File: src/design/eph_pkg.sv
`timescale 1ns / 1ps
`default_nettype none

package eph_pkg;

    // input beat: one sensor tick
    typedef struct packed {
        logic signed [15:0] target_distance;
        logic               encoder_level;
        logic               home_switch_level;
        logic        [11:0] hall_sample;
    } sample_t;

    // output beat: status after the tick
    typedef struct packed {
        logic        [1:0]  mode;
        logic        [7:0]  up_duty;
        logic        [7:0]  down_duty;
        logic        [7:0]  step_count;
        logic signed [11:0] goal_count;
    } result_t;

    // positioner modes, one-hot
    typedef enum logic [3:0] {
        ST_WAIT    = 4'b0001,
        ST_MOVE    = 4'b0010,
        ST_REACHED = 4'b0100,
        ST_HOME    = 4'b1000
    } mode_st_t;

    // motor drive direction
    typedef enum logic [1:0] {
        DIR_STOP = 2'd0,
        DIR_UP   = 2'd1,
        DIR_DOWN = 2'd2
    } dir_t;

    // mode codes as seen on the result beat
    localparam logic [1:0] MODE_WAIT    = 2'd0;
    localparam logic [1:0] MODE_MOVE    = 2'd1;
    localparam logic [1:0] MODE_REACHED = 2'd2;
    localparam logic [1:0] MODE_HOME    = 2'd3;

    // configuration register indexes
    localparam int         CFG_IDX_W          = 2;
    localparam int         CFG_DATA_W         = 12;
    localparam logic [1:0] REG_HALL_THRESHOLD = 2'd0;
    localparam logic [1:0] REG_STEP_LIMIT     = 2'd1;
    localparam logic [1:0] REG_MOTOR_DUTY     = 2'd2;

    // configuration reset values
    localparam logic [11:0] HALL_THRESHOLD_RST = 12'd30;
    localparam logic [7:0]  STEP_LIMIT_RST     = 8'd44;
    localparam logic [7:0]  MOTOR_DUTY_RST     = 8'd200;

    // goal = round(11 * (v - 360) / 612), half away from zero
    // 360 is 22.5 in Q12.4; x / 612 is (x >> 2) / 153
    localparam logic signed [16:0] GOAL_OFFSET = 17'sd360;
    localparam logic [19:0]        GOAL_ROUND  = 20'd306;
    // ceil(2^25 / 153), exact for a 17-bit dividend
    localparam int                 RECIP_SHIFT = 25;
    localparam logic [17:0]        GOAL_RECIP  = 18'd219311;

endpackage

`default_nettype wire

File: src/design/encoder_positioner_with_homing.sv
`timescale 1ns / 1ps
`default_nettype none

// Encoder positioner with homing.
// Input channel sample/sample_valid/sample_stall carries one sensor tick per
// beat: distance command, encoder and switch levels, hall reading. Output
// channel result/result_valid/result_stall returns one status beat per tick:
// mode, up and down duty, step count and goal.
// Configuration: cfg_write with cfg_index 0 hall threshold, 1 step limit,
// 2 motor duty; other indexes are ignored. Write only while the block is idle.
// The work runs through three registers: input, goal (constant-scaled
// reciprocal multiply) and the state update feeding the result register.
// A beat accepted into the input register passes through the goal register to
// result, and one beat per cycle is sustained while result_stall is low.
// Reset empties the pipe, puts the positioner in homing with the motor
// stopped and loads the default thresholds and duty.
// When result_stall is high the result holds; the pipe keeps filling and
// sample_stall rises only once all three stages are full.
module encoder_positioner_with_homing
    import eph_pkg::*;
(
    input  wire logic                  clk,
    input  wire logic                  rst_n,
    input  wire logic                  cfg_write,
    input  wire logic [CFG_IDX_W-1:0]  cfg_index,
    input  wire logic [CFG_DATA_W-1:0] cfg_data,
    input  wire logic                  sample_valid,
    output      logic                  sample_stall,
    input  wire sample_t               sample,
    output      logic                  result_valid,
    input  wire logic                  result_stall,
    output      result_t               result
);

    // configuration registers
    logic [11:0] hall_threshold_reg;
    logic [7:0]  step_limit_reg;
    logic [7:0]  motor_duty_reg;

    // pipeline control
    logic    in_valid_reg;
    logic    goal_valid_reg;
    logic    out_valid_reg;
    logic    out_ready;
    logic    goal_ready;
    logic    in_ready;
    logic    goal_move;
    logic    in_move;
    logic    in_take;

    // pipeline payload
    sample_t            in_data_reg;
    sample_t            goal_data_reg;
    logic signed [11:0] goal_calc_reg;
    result_t            result_reg;
    result_t            result_next;

    // goal arithmetic
    logic signed [16:0] diff;
    logic signed [20:0] diff_x;
    logic signed [20:0] scaled;
    logic        [20:0] scaled_neg;
    logic        [19:0] mag;
    logic        [19:0] mag_rnd;
    logic        [16:0] quot_in;
    logic        [34:0] prod;
    logic        [11:0] quot;
    logic signed [11:0] goal_calc_next;

    // positioner state
    mode_st_t           mode_st_reg;
    mode_st_t           mode_st_next;
    logic               last_encoder_reg;
    logic               last_encoder_next;
    logic               last_switch_reg;
    logic               last_switch_next;
    logic        [7:0]  steps_done_reg;
    logic        [7:0]  steps_done_next;
    logic signed [11:0] target_steps_reg;
    logic signed [11:0] target_steps_next;
    dir_t               drive_dir_reg;
    dir_t               drive_dir_next;
    logic               zero_cmd;
    logic [1:0]         mode_code;

    // configuration writes
    always_ff @(posedge clk or negedge rst_n)
    begin
        if (!rst_n)
        begin
            hall_threshold_reg <= HALL_THRESHOLD_RST;
            step_limit_reg     <= STEP_LIMIT_RST;
            motor_duty_reg     <= MOTOR_DUTY_RST;
        end
        else if (cfg_write)
        begin
            case (cfg_index)
                REG_HALL_THRESHOLD: hall_threshold_reg <= cfg_data;
                REG_STEP_LIMIT:     step_limit_reg     <= cfg_data[7:0];
                REG_MOTOR_DUTY:     motor_duty_reg     <= cfg_data[7:0];
                default:            ;
            endcase
        end
    end

    // elastic handshake through the three stages
    assign out_ready    = !out_valid_reg || !result_stall;
    assign goal_ready   = !goal_valid_reg || out_ready;
    assign in_ready     = !in_valid_reg || goal_ready;
    assign goal_move    = goal_valid_reg && out_ready;
    assign in_move      = in_valid_reg && goal_ready;
    assign in_take      = sample_valid && in_ready;
    assign sample_stall = !in_ready;

    always_ff @(posedge clk or negedge rst_n)
    begin
        if (!rst_n)
        begin
            in_valid_reg   <= 1'b0;
            goal_valid_reg <= 1'b0;
            out_valid_reg  <= 1'b0;
        end
        else
        begin
            if (in_ready)
            begin
                in_valid_reg <= sample_valid;
            end
            if (goal_ready)
            begin
                goal_valid_reg <= in_valid_reg;
            end
            if (out_ready)
            begin
                out_valid_reg <= goal_valid_reg;
            end
        end
    end

    // goal stage: 11 * (v - 360), magnitude, round, divide by 612
    always_comb
    begin
        diff           = {in_data_reg.target_distance[15], in_data_reg.target_distance}
                         - GOAL_OFFSET;
        diff_x         = {{4{diff[16]}}, diff};
        scaled         = (diff_x <<< 3) + (diff_x <<< 1) + diff_x;
        scaled_neg     = 21'd0 - scaled;
        mag            = scaled[20] ? scaled_neg[19:0] : scaled[19:0];
        mag_rnd        = mag + GOAL_ROUND;
        quot_in        = mag_rnd[18:2];
        prod           = {18'd0, quot_in} * {17'd0, GOAL_RECIP};
        quot           = {2'b00, prod[34:RECIP_SHIFT]};
        goal_calc_next = scaled[20] ? $signed(12'd0 - quot) : $signed(quot);
    end

    // payload registers of the first two stages
    always_ff @(posedge clk)
    begin
        if (in_take)
        begin
            in_data_reg <= sample;
        end
        if (in_move)
        begin
            goal_data_reg <= in_data_reg;
            goal_calc_reg <= goal_calc_next;
        end
    end

    // positioner update for the beat in the goal stage
    always_comb
    begin
        zero_cmd          = (goal_data_reg.target_distance == 16'sd0);
        mode_st_next      = mode_st_reg;
        last_encoder_next = last_encoder_reg;
        last_switch_next  = last_switch_reg;
        steps_done_next   = steps_done_reg;
        target_steps_next = target_steps_reg;
        drive_dir_next    = drive_dir_reg;
        if (!(zero_cmd && mode_st_reg == ST_WAIT))
        begin
            last_encoder_next = goal_data_reg.encoder_level;
            case (mode_st_reg)
                ST_WAIT:
                begin
                    target_steps_next = goal_calc_reg;
                    mode_st_next      = ST_MOVE;
                end
                ST_MOVE:
                begin
                    if ($signed({4'b0000, steps_done_reg}) < target_steps_reg)
                    begin
                        drive_dir_next = DIR_UP;
                        if (goal_data_reg.encoder_level && !last_encoder_reg
                            && steps_done_reg != 8'hFF)
                        begin
                            steps_done_next = steps_done_reg + 8'd1;
                        end
                    end
                    else
                    begin
                        drive_dir_next = DIR_STOP;
                        mode_st_next   = ST_REACHED;
                    end
                    // early stop on low hall reading or too many steps
                    if (goal_data_reg.hall_sample < hall_threshold_reg
                        || steps_done_next > step_limit_reg)
                    begin
                        drive_dir_next    = DIR_STOP;
                        last_encoder_next = !goal_data_reg.encoder_level;
                        mode_st_next      = ST_REACHED;
                    end
                end
                ST_REACHED:
                begin
                    if (zero_cmd)
                    begin
                        mode_st_next = ST_HOME;
                    end
                end
                ST_HOME:
                begin
                    drive_dir_next   = DIR_DOWN;
                    last_switch_next = goal_data_reg.home_switch_level;
                    // falling edge of the switch: home found
                    if (!goal_data_reg.home_switch_level && last_switch_reg)
                    begin
                        drive_dir_next    = DIR_STOP;
                        mode_st_next      = ST_WAIT;
                        steps_done_next   = 8'd0;
                        target_steps_next = 12'sd0;
                    end
                end
                default:
                begin
                    mode_st_next = ST_HOME;
                end
            endcase
        end
    end

    // result beat from the updated state
    always_comb
    begin
        case (mode_st_next)
            ST_WAIT:    mode_code = MODE_WAIT;
            ST_MOVE:    mode_code = MODE_MOVE;
            ST_REACHED: mode_code = MODE_REACHED;
            ST_HOME:    mode_code = MODE_HOME;
            default:    mode_code = MODE_HOME;
        endcase
        result_next.mode       = mode_code;
        result_next.up_duty    = (drive_dir_next == DIR_UP) ? motor_duty_reg : 8'd0;
        result_next.down_duty  = (drive_dir_next == DIR_DOWN) ? motor_duty_reg : 8'd0;
        result_next.step_count = steps_done_next;
        result_next.goal_count = target_steps_next;
    end

    always_ff @(posedge clk or negedge rst_n)
    begin
        if (!rst_n)
        begin
            mode_st_reg      <= ST_HOME;
            last_encoder_reg <= 1'b0;
            last_switch_reg  <= 1'b1;
            steps_done_reg   <= 8'd0;
            target_steps_reg <= 12'sd0;
            drive_dir_reg    <= DIR_STOP;
        end
        else if (goal_move)
        begin
            mode_st_reg      <= mode_st_next;
            last_encoder_reg <= last_encoder_next;
            last_switch_reg  <= last_switch_next;
            steps_done_reg   <= steps_done_next;
            target_steps_reg <= target_steps_next;
            drive_dir_reg    <= drive_dir_next;
        end
    end

    always_ff @(posedge clk)
    begin
        if (goal_move)
        begin
            result_reg <= result_next;
        end
    end

    assign result_valid = out_valid_reg;
    assign result       = result_reg;

    // waiting always starts from a cleared count and goal
    a_wait_cleared: assert property (@(posedge clk) disable iff (!rst_n)
        mode_st_reg == ST_WAIT |-> steps_done_reg == 8'd0 && target_steps_reg == 12'sd0)
        else $error("count or goal not cleared while waiting");

    // motor is stopped while waiting or after reaching the goal
    a_idle_stopped: assert property (@(posedge clk) disable iff (!rst_n)
        result_valid && (result.mode == MODE_WAIT || result.mode == MODE_REACHED)
        |-> result.up_duty == 8'd0 && result.down_duty == 8'd0)
        else $error("motor driven while not moving or homing");

    // a beat that finishes the goal stage shows up as a result next cycle
    a_result_follows: assert property (@(posedge clk) disable iff (!rst_n)
        goal_move |=> result_valid)
        else $error("result beat lost after state update");

endmodule

`default_nettype wire

File: config.mk
export PLATFORM = sky130hd
export DESIGN_NAME = encoder_positioner_with_homing
export DESIGN_NICKNAME = d
export VERILOG_FILES = /design/src/design/eph_pkg.sv /design/src/design/encoder_positioner_with_homing.sv
export SDC_FILE = /design/constraint.sdc
export NUM_CORES = 1
export LEC_CHECK = 0
export BUFFER_PORTS_ARGS = -buffer_cell sky130_fd_sc_hd__buf_2
export CELL_PAD_IN_SITES_DETAIL_PLACEMENT = 1
export CELL_PAD_IN_SITES_GLOBAL_PLACEMENT = 1
export CORE_AREA = 2 2 207 209
export DETAILED_ROUTE_END_ITERATION = 10
export DIE_AREA = 0 0 209 211
export PLACE_DENSITY = 0.75
export SLEW_MARGIN = 20
export SYNTH_ARGS = -nofsm -noshare
export SYNTH_HDL_FRONTEND = slang
export SYNTH_SLANG_ARGS = --single-unit
File: constraint.sdc
create_clock -name clk -period 36 [get_ports clk]
set_clock_uncertainty 0.15 [all_clocks]
set_input_delay 1.8 -clock clk [delete_from_list [all_inputs] [get_ports clk]]
set_output_delay 1.8 -clock clk [all_outputs]
set_load 0.02 [all_outputs]
==> results of run 1 <==
[worst max-delay path: cells and delay by family, from the launching register on]
kind            cells  cell delay [ps]
xor+xnor            6             1480
buf+inv             6              800
flops               1              470
fa+ha+maj          11             4710
compound gates     12             3180
simple gates       10             2230
[per-stage QoR]
stage	cell area, sq um	hold WS [ps]	worst slack, ps	std cells
after floorplan	15700	250	24010	1511
after global placement	16700	252	23500	2114
after detailed placement	16700	258	22930	2114
after CTS	17300	272	22690	2146
after global routing	17400	280	21750	2148
final	17400	274	22670	2148
[layout make-up]
type                    instances  area (sq um)
clock inverters                15           175
clock buffers                  17           425
flip-flops and latches        168          4760
fillers                      4676         24400
diodes                          2          5.00
repair buffers                 98           515
well taps                     539           674
multi-input cells            1041          9790
inverters                     268          1010
[Yosys cell counts, types with 12 or more instances]
| cell type | instances |
|---|---|
| edfxtp_1 | 109 |
| clkbuf_1 | 26 |
| nand2_1 | 88 |
| inv_1 | 267 |
| nand3_1 | 21 |
| xnor2_1 | 62 |
| a211oi_1 | 12 |
| fa_1 | 122 |
| ha_1 | 203 |
| mux2_2 | 22 |
| nor3_1 | 28 |
| nor4_1 | 13 |
| a31oi_1 | 16 |
| and2_1 | 18 |
| a21oi_1 | 40 |
| xor2_1 | 34 |
| nand4_1 | 13 |
| a22o_1 | 16 |
| a21o_1 | 36 |
| nor2_1 | 59 |
| dfrtp_1 | 47 |
| o21ai_0 | 57 |
| nand2b_1 | 18 |
| dfstp_2 | 12 |
[routing by layer]
metal | track usage | share of wire | vias to the layer above
met5 | 0 | 0 | -
met4 | 0.0549 | 0.021 | 0
met3 | 0.0205 | 0.029 | 53
met2 | 0.341 | 0.51 | 218
met1 | 0.241 | 0.44 | 5821
li1 | - | - | 5372
[worst paths after layout]
| kind | start | endpoint | cells past startpoint |
|---|---|---|---|
| min in group asynchronous | rst_n | goal_valid_reg$_DFFE_PN0P_ | 2 |
| max | in_data_reg[17]$_DFFE_PP_ | goal_calc_reg[9]$_DFFE_PP_ | 45 |
| max reg2reg | in_data_reg[17]$_DFFE_PP_ | goal_calc_reg[9]$_DFFE_PP_ | 45 |
| min reg2reg | in_data_reg[7]$_DFFE_PP_ | goal_data_reg[7]$_DFFE_PP_ | 0 |
| min | in_data_reg[7]$_DFFE_PP_ | goal_data_reg[7]$_DFFE_PP_ | 0 |
| max in group asynchronous | rst_n | hall_threshold_reg[9]$_DFFE_PN0P_ | 2 |
[cells by family after synthesis]
logic type	after synthesis	synth area share
buffers and inverters	302	0.0727
adders and majority gates	326	0.319
and+or+nand+nor	298	0.0949
DFF	168	0.304
AOI/OAI and AO/OA	290	0.134
xor gates and xnor gates	98	0.0557
muxes	29	0.0203
==> impl_metrics.tcl, run 1 <==
set metrics [dict create \
    dr.pass1.iters 6 \
    numPortBuffers 88 \
    cts_root_buffer "clkbuf_16" \
    hold_class "reg -> reg" \
    clk_latency_ps 440 \
    grt_pass1_vias 12600 \
    synth_edf_count 109 \
    reg2reg_setup_slack_ps 22670 \
    cts_setup_buffers 0 \
    mostFrequentLayoutCell "inv_1" \
    overflow 0 \
    grt_antenna_before_repair 2 \
    h-tree-depth 4 \
    rsz0062_at_grt "no" \
    core_sq_um 41800 \
    grt.total_usage 0.190 \
    ys_seq_area_frac 0.304 \
    clkTransAtPathRegs_ps 80 \
    grt_max_degree 64 \
    tightest_slew_ps 1100 \
    yosys.area.top_type "edfxtp_1" \
    fin_nets 1968 \
    grt_pass1_wl_mm 66.8 \
    slowest_stage "o31ai_1" \
    cp.required_ps 36030 \
    status "completed" \
    die_w_um 209 \
    die_y_um 211 \
    setup_viol 0 \
    final_layout_size_suffix_gt1_frac 0.124 \
    drc_errors 0 \
    synth_cell_types 87 \
    start_util 0.375 \
    critPathKind "reg -> reg" \
    fin_tns_setup_ps 0 \
    synth_top_area_frac 0.209 \
    critPathMaxFanout 29 \
    vias 11500 \
    syn_nets 1885 \
    maxCapViolCount 0 \
    critPathLaunchType "flip-flop" \
    cts_tree "yes" \
    areaGrowthSynthToFinish_pct 10.8 \
    synthTopCellsByArea "edfxtp_1 (21%), ha_1 (16%), fa_1 (16%)" \
    synth_ff_type "edfxtp_1" \
    placementRows 75 \
    postSynthCellCount 1511 \
    fmax_ghz 0.0750 \
    die_area_sq_um 44100 \
    fin_crit_sh 0.370 \
    cts_buffers 17 \
    fin_crit_ps 13340 \
    place_congestion 0.973 \
    cts_max_path_buffers 2 \
    hold_viol 0 \
    cpPeakStageDelay_ps 730 \
    syn_area_sq_um 15700 \
    relSlewSlack 0.267 \
    drv_slew 0 \
    synthArstFlopShare 0.351 \
    avgSynthCellArea_sq_um 10.4 \
    ioPinCount 89 \
    vias_per_cell 5.34 \
    ant_nets 0 \
    hpwl_mm 33.0 \
    cts.sinks 168 \
    worst_setup_path_end_kind "flip-flop" \
    post-route-util 0.416 \
    crit_path_frequent_cell "fa_1" \
    worstPathArrival_ps 13360 \
    holdBufCountCts 0 \
    ys_seq_elements 168 \
    drt_iter0_markers 610 \
    synth_warnings 0 \
    final_cell_mix "inv_1 (267), ha_1 (203), fa_1 (122), edfxtp_1 (109)" \
    cts_resized 0 \
    wl_per_cell_um 19.1 \
    largest_reg_flops 38 \
    wl_mm 41.0 \
]
Power of run 1 is left out: the tool's default activity adds up to more than one toggle a clock period on the data nets, which glitch-free logic cannot reach.
==> run 2: changes to the inputs <==
Settings changed: PLACE_DENSITY 0.75 to 0.78.
Clock period 36 ns to 12.2 ns, I/O delays scaled along.
==> run 2 against run 1 <==
  * Fmax grew 11%
  * Cell count rose by 1.9%
  * Global-route usage about the same
  * Hold slack worse by 83 ps
  * Design area grew 3.5%
  * Via count up 1.8%
==> impl_metrics.tcl, run 2 (synthesized netlist as in run 1, its figures left out) <==
set metrics [dict create \
    status "completed" \
    fin_nets 2010 \
    hold_viol 0 \
    areaGrowthSynthToFinish_pct 14.7 \
    critPathMaxFanout 7 \
    cts_tree "yes" \
    setup_viol 0 \
    grt_max_degree 64 \
    grt.total_usage 0.190 \
    grt_antenna_before_repair 2 \
    vias 11700 \
    overflow 0 \
    cp.required_ps 12230 \
    die_y_um 211 \
    mostFrequentLayoutCell "inv_1" \
    fill_cells 4651 \
    numPortBuffers 88 \
    drc_errors 0 \
    r2r_end "goal_calc_reg[7]$_DFFE_PP_" \
    die_w_um 209 \
    holdBufCountCts 0 \
    critPathKind "reg -> reg" \
    cts.sinks 168 \
    ioPinCount 89 \
    slowest_stage "fa_1" \
    final_cells 2189 \
    critPathLaunchType "flip-flop" \
    cts_buffers 17 \
    cpPeakStageDelay_ps 600 \
    area.sequential_sq_um 4760 \
    grt_pass1_wl_mm 66.9 \
    fin_area_sq_um 18000 \
    wl_per_cell_um 19.5 \
    endpoint "goal_calc_reg[7]$_DFFE_PP_" \
    dp_cells 2134 \
    fin_tns_setup_ps 0 \
    vias_per_cell 5.33 \
    place_congestion 0.912 \
    h-tree-depth 4 \
    grt_pass1_vias 12900 \
    fin_crit_ps 11990 \
    rr_worst_depth 40 \
    post_dp_cell_area_sq_um 16900 \
    fin_crit_sh 0.983 \
    cts_root_buffer "clkbuf_16" \
    cp-startpoint "in_data_reg[17]$_DFFE_PP_" \
    core_sq_um 41800 \
    hold_class "in -> async" \
    cts_max_path_buffers 2 \
    wl_mm 42.7 \
    final_cell_mix "inv_1 (266), ha_1 (193), fa_1 (122), edfxtp_1 (109)" \
    clk_latency_ps 430 \
    placementRows 75 \
    start_util 0.375 \
    dr.pass1.iters 5 \
    r2r-start "in_data_reg[17]$_DFFE_PP_" \
    crit_path_frequent_cell "fa_1" \
    relSlewSlack 0.320 \
    reg2reg_setup_slack_ps 210 \
    multiInputGateArea_sq_um 10100 \
    drt_iter0_markers 572 \
    final_layout_size_suffix_gt1_frac 0.172 \
    post-route-util 0.430 \
    maxCapViolCount 0 \
    clkTransAtPathRegs_ps 70 \
    ant_nets 0 \
    hpwl_mm 33.8 \
    drv_slew 0 \
    tightest_slew_ps 1020 \
    die_area_sq_um 44100 \
    fmax_ghz 0.0834 \
    largest_reg_flops 38 \
    worst_setup_path_end_kind "flip-flop" \
    worstPathArrival_ps 12010 \
]
==> run 2: cell count changes in the layout (fill, tap and decap cells not counted), sizes merged <==
cell      delta
inv          -2
buf         +42
diode        -1
clkinvlp     +2
==> run 2: per-layer routing <==
metal,wire (um),vias up,track usage
li1,-,5449,-
met1,17700,5961,0.229
met2,23100,211,0.361
met3,1250,48,0.0214
met4,664,0,0.0453
met5,0,-,0
==> run 2: cell type report <==
type | instances | share of cell area
Antenna cell | 1 | 0.000139
Clock buffer | 17 | 0.0237
Inverter | 268 | 0.0560
Tap cell | 539 | 0.0375
Clock inverter | 15 | 0.00884
Sequential cell | 168 | 0.265
Timing Repair Buffer | 140 | 0.0474
Multi-Input combinational cell | 1041 | 0.561
==> run 2: timing repair <==
item,in CTS,in global routing
endpoints found under the setup margin,4,10
gates resized for setup,7,52
pin swaps,1,14
setup buffers,4,17
==> run 2: how the worst min path moves through the flow <==
stage	cells past startpoint	endpoint	start	slack [ps]
4_1_cts	1	in_data_reg[24]$_DFFE_PP_	sample[24]	180
3_3_place_gp	0	goal_data_reg[6]$_DFFE_PP_	in_data_reg[6]$_DFFE_PP_	250
6_report	2	target_steps_reg[9]$_DFFE_PN0P_	rst_n	190
2_1_floorplan	0	drive_dir_reg[0]$_DFFE_PN0P_	rst_n	160
3_5_place_dp	0	goal_data_reg[12]$_DFFE_PP_	in_data_reg[12]$_DFFE_PP_	260
5_1_grt	1	in_data_reg[17]$_DFFE_PP_	sample[17]	190
==> run 2: critical path: cells and delay by family (launching register included) <==
family / cells / cell delay (ps)
AOI/OAI and AO/OA: 11 / 3020
xor gates and xnor gates: 7 / 1720
adders and majority gates: 10 / 4230
buffers and inverters: 4 / 430
DFF: 1 / 460
muxes: 1 / 250
and+or+nand+nor: 7 / 1500
==> run 2: stage by stage <==
step | worst slack [ps] | hold slack (ps)
floorplan | 205 | 164
global placement | 341 | 253
detailed placement | -241 | 255
CTS | 14.9 | 182
global route | -235 | 191
finish | 213 | 191
Power of run 2 is left out for the same reason.
==> run 3: changes to the inputs <==
Settings changed: ABC_AREA from default to 1, CORE_AREA 2 2 207 209 to 2 2 210 212, DIE_AREA 0 0 209 211 to 0 0 212 214, PLACE_DENSITY 0.78 to 0.8.
==> run 3 against run 2 <==
  * Fmax grew 6.2%
  * Largest cell class unchanged
  * Global-route usage grew 1.4 points
  * Die area grew 2.9%
  * Count of clock-buffer cells in the layout is the same
  * Design area shrank 0.10%
  * Sequential share of layout area is essentially flat
  * Sequential cell count is the same
==> impl_metrics.tcl, run 3 <==
set metrics [dict create \
    fin_tns_setup_ps 0 \
    vias_per_cell 4.95 \
    drc_errors 0 \
    hpwl_mm 38.0 \
    drt_iter0_markers 578 \
    postSynthCellCount 1890 \
    dr.pass1.iters 5 \
    cp.buffers_inverters 10 \
    worst_slack_ps 911 \
    worst_setup_path_end_kind "flip-flop" \
    drv_slew 0 \
    yosys.area.top_type "edfxtp_1" \
    hold_class "in -> async" \
    synth_edf_count 109 \
    grt_pass1_wl_mm 73.1 \
    hold_viol 0 \
    cts_max_path_buffers 2 \
    diodes 0 \
    rsz0062_at_grt "no" \
    die_area_sq_um 45400 \
    die_y_um 214 \
    grt_pass1_vias 14300 \
    wl_mm 45.0 \
    wl_per_cell_um 17.4 \
    synth_cell_types 54 \
    holdBufCountCts 0 \
    cpPeakStageDelay_ps 640 \
    mostFrequentLayoutCell "inv_1" \
    die_w_um 212 \
    largest_reg_flops 38 \
    ys_seq_elements 168 \
    synth_top_area_frac 0.202 \
    synth.top_cells.by_count "inv_1 (437), nand2_1 (374), ha_1 (203), fa_1 (122), nor2_1 (114)" \
    grt_max_degree 90 \
    fin_crit_ps 11290 \
    critPathLaunchType "flip-flop" \
    syn_nets 2264 \
    clk_latency_ps 450 \
    synthArstFlopShare 0.351 \
    relSlewSlack 0.289 \
    avgSynthCellArea_sq_um 8.56 \
    dp_worst_setup_slack_ps 686 \
    slowest_stage "fa_1" \
    tightest_slew_ps 1060 \
    grt.total_usage 0.203 \
    core_sq_um 42900 \
    crit_path_frequent_cell "nand2_1" \
    final_layout_size_suffix_gt1_frac 0.110 \
    cp_top_family "adder cells" \
    cts_root_buffer "clkbuf_16" \
    ant_nets 0 \
    cts_buffers 17 \
    fin_crit_sh 0.925 \
    synthTopCellsByArea "edfxtp_1 (20%), ha_1 (16%), fa_1 (15%)" \
    ioPinCount 89 \
    start_util 0.377 \
    areaGrowthSynthToFinish_pct 11.0 \
    reg2reg_setup_slack_ps 910 \
    place_congestion 0.928 \
    critPathMaxFanout 24 \
    grt_antenna_before_repair 0 \
    setup_viol 0 \
    synth_warnings 0 \
    synth_ff_type "edfxtp_1" \
    syn_area_sq_um 16200 \
    post-route-util 0.419 \
    cp.required_ps 12250 \
    fin_nets 2363 \
    ys_seq_area_frac 0.295 \
    vias 12800 \
    status "completed" \
    critPathKind "reg -> reg" \
    overflow 0 \
    fmax_ghz 0.0886 \
    maxCapViolCount 0 \
    h-tree-depth 4 \
    final_cell_mix "inv_1 (437), nand2_1 (374), ha_1 (203), fa_1 (122), nor2_1 (111)" \
    cts.sinks 168 \
    numPortBuffers 88 \
    clkTransAtPathRegs_ps 80 \
    synth.most_common_cell "inv_1" \
    cts_tree "yes" \
    placementRows 76 \
    worstPathArrival_ps 11340 \
]
-- run 3: cell count changes after synthesis, moves of 17 or more --
cell and change:
nand3_1 +71, o21ai_0 +34, and2_1 -17, xnor2_1 -49, nor2_1 +55, nand2_2 +21
nand2_1 +286, mux2_2 -22, nand2b_1 -18, inv_1 +170, a21o_1 -25, a21oi_1 +17
-- run 3: worst reg2reg max path, delay by kind of cell (launching register included) --
family,cells,cell delay [ps]
xor gates and xnor gates,1,410
and+or+nand+nor,25,3120
adders and majority gates,11,4950
AOI/OAI and AO/OA,6,1110
DFF,1,430
buffers and inverters,10,870
-- run 3: final timing paths --
check	from	endpoint	cells after the start
setup / recovery	in_data_reg[17]$_DFFE_PP_	goal_calc_reg[10]$_SDFFCE_PP0P_	53
max in group asynchronous	rst_n	target_steps_reg[10]$_DFFE_PN0P_	2
hold reg to reg	in_data_reg[10]$_DFFE_PP_	goal_data_reg[10]$_DFFE_PP_	0
min in group clk	sample[29]	in_data_reg[29]$_DFFE_PP_	1
hold / removal	rst_n	motor_duty_reg[2]$_DFFE_PN0P_	2
setup reg to reg	in_data_reg[17]$_DFFE_PP_	goal_calc_reg[10]$_SDFFCE_PP0P_	53
-- run 3: cell type report --
type / instances / area (sq um)
multi-input combinational: 1256 / 9670
tap: 585 / 732
clock buffer: 17 / 425
timing repair buffer: 95 / 493
clock inverter: 15 / 170
inverter: 451 / 1700
fill: 5151 / 24900
sequential: 168 / 4760
-- run 3: cell families (layout without fill, tap and decap cells) --
| logic type | after synthesis | in the layout | synth area share |
|---|---|---|---|
| buf+inv | 466 | 578 | 0.110 |
| xor+xnor | 48 | 48 | 0.0281 |
| simple gates | 686 | 686 | 0.190 |
| compound gates | 197 | 197 | 0.0698 |
| flops | 168 | 168 | 0.295 |
| fa+ha+maj | 325 | 325 | 0.308 |
-- run 3: routing by layer --
layer  wire length (um)  GRT usage  vias to the layer above
li1                   -          -                     6157
met1              19100      0.244                     6338
met2              23000      0.369                      221
met3               1400     0.0271                       88
met4               1490     0.0735                        0
met5                  0          0                        -
-- run 3: metrics by stage --
stage	hold WS, ps	cell area [sq um]	std cells
final	168	17900	2587
after global routing	167	17900	2587
after CTS	171	17900	2586
after detailed placement	257	17300	2554
after global placement	254	17300	2554
after floorplan	164	16200	1890
-- run 3: what timing repair did --
action / 4_1_cts / 5_1_grt
setup endpoints to repair: 0 / 3
buffers inserted: 0 / 1
gates resized for setup: 0 / 3
Power of run 3 is left out for the same reason.
